`src/tmcg_ram.sv`:
```
`timescale 1ns / 1ps
// Generic single-port synchronous RAM with registered read data.
// No dependencies.
module tmcg_ram #(
  parameter int WIDTH = 8,
  parameter int DEPTH = 256,
  localparam int AW = (DEPTH > 1) ? $clog2(DEPTH) : 1
) (
  input  logic             clk,
  input  logic             we,
  input  logic [AW-1:0]    addr,
  input  logic [WIDTH-1:0] wdata,
  output logic [WIDTH-1:0] rdata
);

  logic [WIDTH-1:0] mem [DEPTH];

  always_ff @(posedge clk) begin
    if (we) begin
      mem[addr] <= wdata;
    end
    rdata <= mem[addr];
  end

endmodule

```
`config.mk`:
```
export PLATFORM = sky130hd
export DESIGN_NAME = tmcg_ram
export DESIGN_NICKNAME = d
export VERILOG_FILES = /design/src/tmcg_ram.sv
export SDC_FILE = /design/constraint.sdc
export NUM_CORES = 2
export LEC_CHECK = 0
export ABC_AREA = 1
export BUFFER_PORTS_ARGS = -buffer_cell sky130_fd_sc_hd__buf_2
export CAP_MARGIN = 25
export CORE_MARGIN = 4
export CORE_UTILIZATION = 38
export DETAILED_ROUTE_END_ITERATION = 12
export PLACE_DENSITY = 0.48
export REMOVE_ABC_BUFFERS = 1
export SLEW_MARGIN = 20
export SYNTH_ARGS = -nofsm -noshare
export SYNTH_HDL_FRONTEND = slang
export SYNTH_SLANG_ARGS = --single-unit
export TNS_END_PERCENT = 1
```
`constraint.sdc`:
```
create_clock -name clk -period 2.55 [get_ports clk]
set_clock_uncertainty 0.1 [all_clocks]
set_input_delay 0.3825 -clock clk [delete_from_list [all_inputs] [get_ports clk]]
set_output_delay 0.3825 -clock clk [all_outputs]
set_load 0.02 [all_outputs]
```
==> metrics.md <==
| Metric | Value |
|---|---|
| Drt pass-1 iters | `5` |
| Initial Utilization | `38.21%` |
| DR DRC count | `0` |
| Hpwl dp | `162900 µm` |
| Fin cells | `11790` |
| Largest net degree at the start of global routing | `92` |
| CTS resizes | `0` |
| Warning count from the yosys run | `0` |
| Fin. max-slew vios | `0` |
| Initial antenna violation count | `14` |
| Worst-Skew Late Latency | `0.86 ns` |
| CTS Hold Bufs | `11` |
| Bufs on Longest Clock Path | `3` |
| Mean Syn Cell Area | `10.58 µm²` |
| Seq/Total Area, Yosys | `72.66%` |
| Reg clk slew, reported paths | `0.06 ns` |
| Wire per inst | `21.82 µm` |
| Max Cap Viol | `0` |
| CP bufs+invs | `0` |
| R2r worst-path depth | `12` |
| PnR Total Power | `73.65 mW` |
| CP Capture Type | `flop` |
| Placed Area | `94280 µm²` |
| CTS tree | `yes` |
| Htree depth | `4` |
| Max_slew headroom | `57.89%` |
| PortBufs | `25` |
| Worst Setup Start Kind | `flop` |
| Setup WS pre-CTS | `-0.5598 ns` |
| Die height | `480.6 µm` |
| Hold EP | `mem[101][2]` |
| Status | `completed` |
| DRT iter0 DRCs | `5536` |
| Die Area | `230900 µm²` |
| TritonCTS Sinks | `2056` |
| Tcrit/Tclk final | `94.71%` |
| Fraction of layout cells with a size suffix above 1 | `12.80%` |
| Hold path start | `wdata[2]` |
| Vias per Instance | `4.864` |
| Final setup fails | `0` |
| CP max stage delay | `0.41 ns` |
| Final instance area | `101500 µm²` |
| Synth Instances | `8021` |
| Yosys reg bits | `2056` |
| Synth top area cells | `edfxtp_1 72%, nand2_1 21%, nor2_1 1.6%` |
| Top Family by Delay on Critical Path | `simple AND/OR/NAND/NOR gates` |
| Crit path time final | `2.415 ns` |
| Top layer in use | `met4` |
| Hold Path Stages | `2` |
| Hold Worst Slack | `0.4016 ns` |
| Peak supply drop | `0.7578 mV` |
| Worst EP arrival | `3.05 ns` |
| Clk root buf | `clkbuf_16` |
| Overall routed net length | `257300 µm` |
| Post-CTS Setup Inserts | `0` |
| Met3 wire length | `15530 µm` |
| Final Hold Viols | `0` |
| Core area | `222100 µm²` |
| RSZ-0062 raised after global routing | `false` |
| Post-synth top area cell | `edfxtp_1` |
| Cell Chain, Critical Path | `nand2_1 -> nand2_1 -> nand2_1 -> nand3_1 -> nand2_1 -> nand2_1 -> o21ai_1 -> nand2_1 -> nor2_1 -> nor2_1 -> nor2_1 -> nand2_1` |
| Most frequent CP cell | `nand2_1` |
| Layout Nets | `8634` |
| PwrDens | `725.5 nW/µm²` |
| Yosys top cell area share | `72.47%` |
| Io pins | `26` |
| DRT met1 WL | `114400 µm` |
| First-pass GRT wire length | `378300 µm` |
| Vias in the first global route | `56540` |
| Met2 WL | `117600 µm` |
| LEAKAGE | `41.08 nW` |
| Peak Freq | `414.1 MHz` |
| Critical Path RT | `3.18 ns` |
| Worst path slowest cell | `nor2_1` |
| Unique masters post-synth | `18` |
| Post-Syn Area | `84860 µm²` |
| Worst Path Max Fanout | `1` |
| Min-Delay Path Class | `in2reg` |
| Inst Count DP | `11360` |
| FP Rows | `173` |
| Placer Congestion | `0.8462` |
| Vias | `57340` |
| Antenna Nets Post-Route | `0` |
| GRT Util Overall | `22.19%` |
| Slew @ Worst Pin | `0.6316 ns` |
| Area grow syn2layout | `19.63%` |
| TritonCTS Buffers | `221` |
| Fin worst setup slack | `0.1349 ns` |
| Setup slack, reg-to-reg | `0.13 ns` |
| Worst R2R Start | `mem[8][4]` |
| Die width | `480.6 µm` |
| Worst setup path class | `reg2reg` |
| Worst r2r dst | `rdata[4]` |
| Overflow after GRT | `0` |
## cell families after synthesis
group | share of synthesized area (%)
AOI/OAI and AO/OA | 1.132
and+or+nand+nor | 23.84
buffers and inverters | 2.362
DFF | 72.66
## metrics by stage
stage	TNS, ns	util, %
after floorplan	-5943.68	-
after global placement	-121.42	42.45
after detailed placement	-132.50	42.45
after CTS	0	45.70
after global routing	0	45.71
final	0	45.71
## metal layers
layer  track usage (%)  vias up
met1             31.02    27750
met3             3.576      391
li1                  -    27600
met5                 0        -
met2             34.99     1602
met4             8.276        0
## how the worst max path moves through the flow
stage | startpoint | endpoint | slack, ns | depth (start not counted)
after floorplan | addr[0] | rdata[0] | -5.00 | 13
after global placement | addr[0] | rdata[4] | -0.56 | 16
after detailed placement | addr[0] | rdata[4] | -0.56 | 16
after CTS | rdata[1] | rdata[1] | 0.15 | 1
after global routing | mem[8][4] | rdata[4] | 0.17 | 12
final | mem[8][4] | rdata[4] | 0.13 | 12
## flip-flops by register name, indices dropped and copies added (netlist names)
register	count
mem	2048
rdata	8
## final cells by class
type	count	area [µm²]
sequential	2056	61660
fill	20800	120600
clock inverter	149	1320
clock buffer	266	5784
timing repair buffer	789	7577
antenna	6	15.01
multi-input combinational	5513	21270
tap	2975	3722
inverter	35	165.2
## power breakdown
group / switching, mW / total [mW] / leakage [nW] / internal (mW)
Combinational: 3.42 / 4.81 / 19.1 / 1.39
Clock: 13.5 / 31.5 / 3.46 / 18.0
Sequential: 0.0815 / 37.3 / 18.5 / 37.2
Total: 17.0 / 73.6 / 41.1 / 56.7
## Yosys cell counts (all sizes together)
master,instances
nand2,4771
edfxtp,2048
nor2,362
buf,247
nand3,188
clkbuf,170
o21ai,160
inv,35
a21oi,32
dfxtp,8
## layout by cell type (no fill, tap or decap), types with 50 or more instances in the layout
master	n
nand2_1	4754
edfxtp_1	2048
buf_4	626
nor2_1	356
clkbuf_16	225
nand3_1	188
buf_12	127
o21ai_1	119
clkinv_1	54
clkinv_2	50
(Power assumes the default switching activity.)
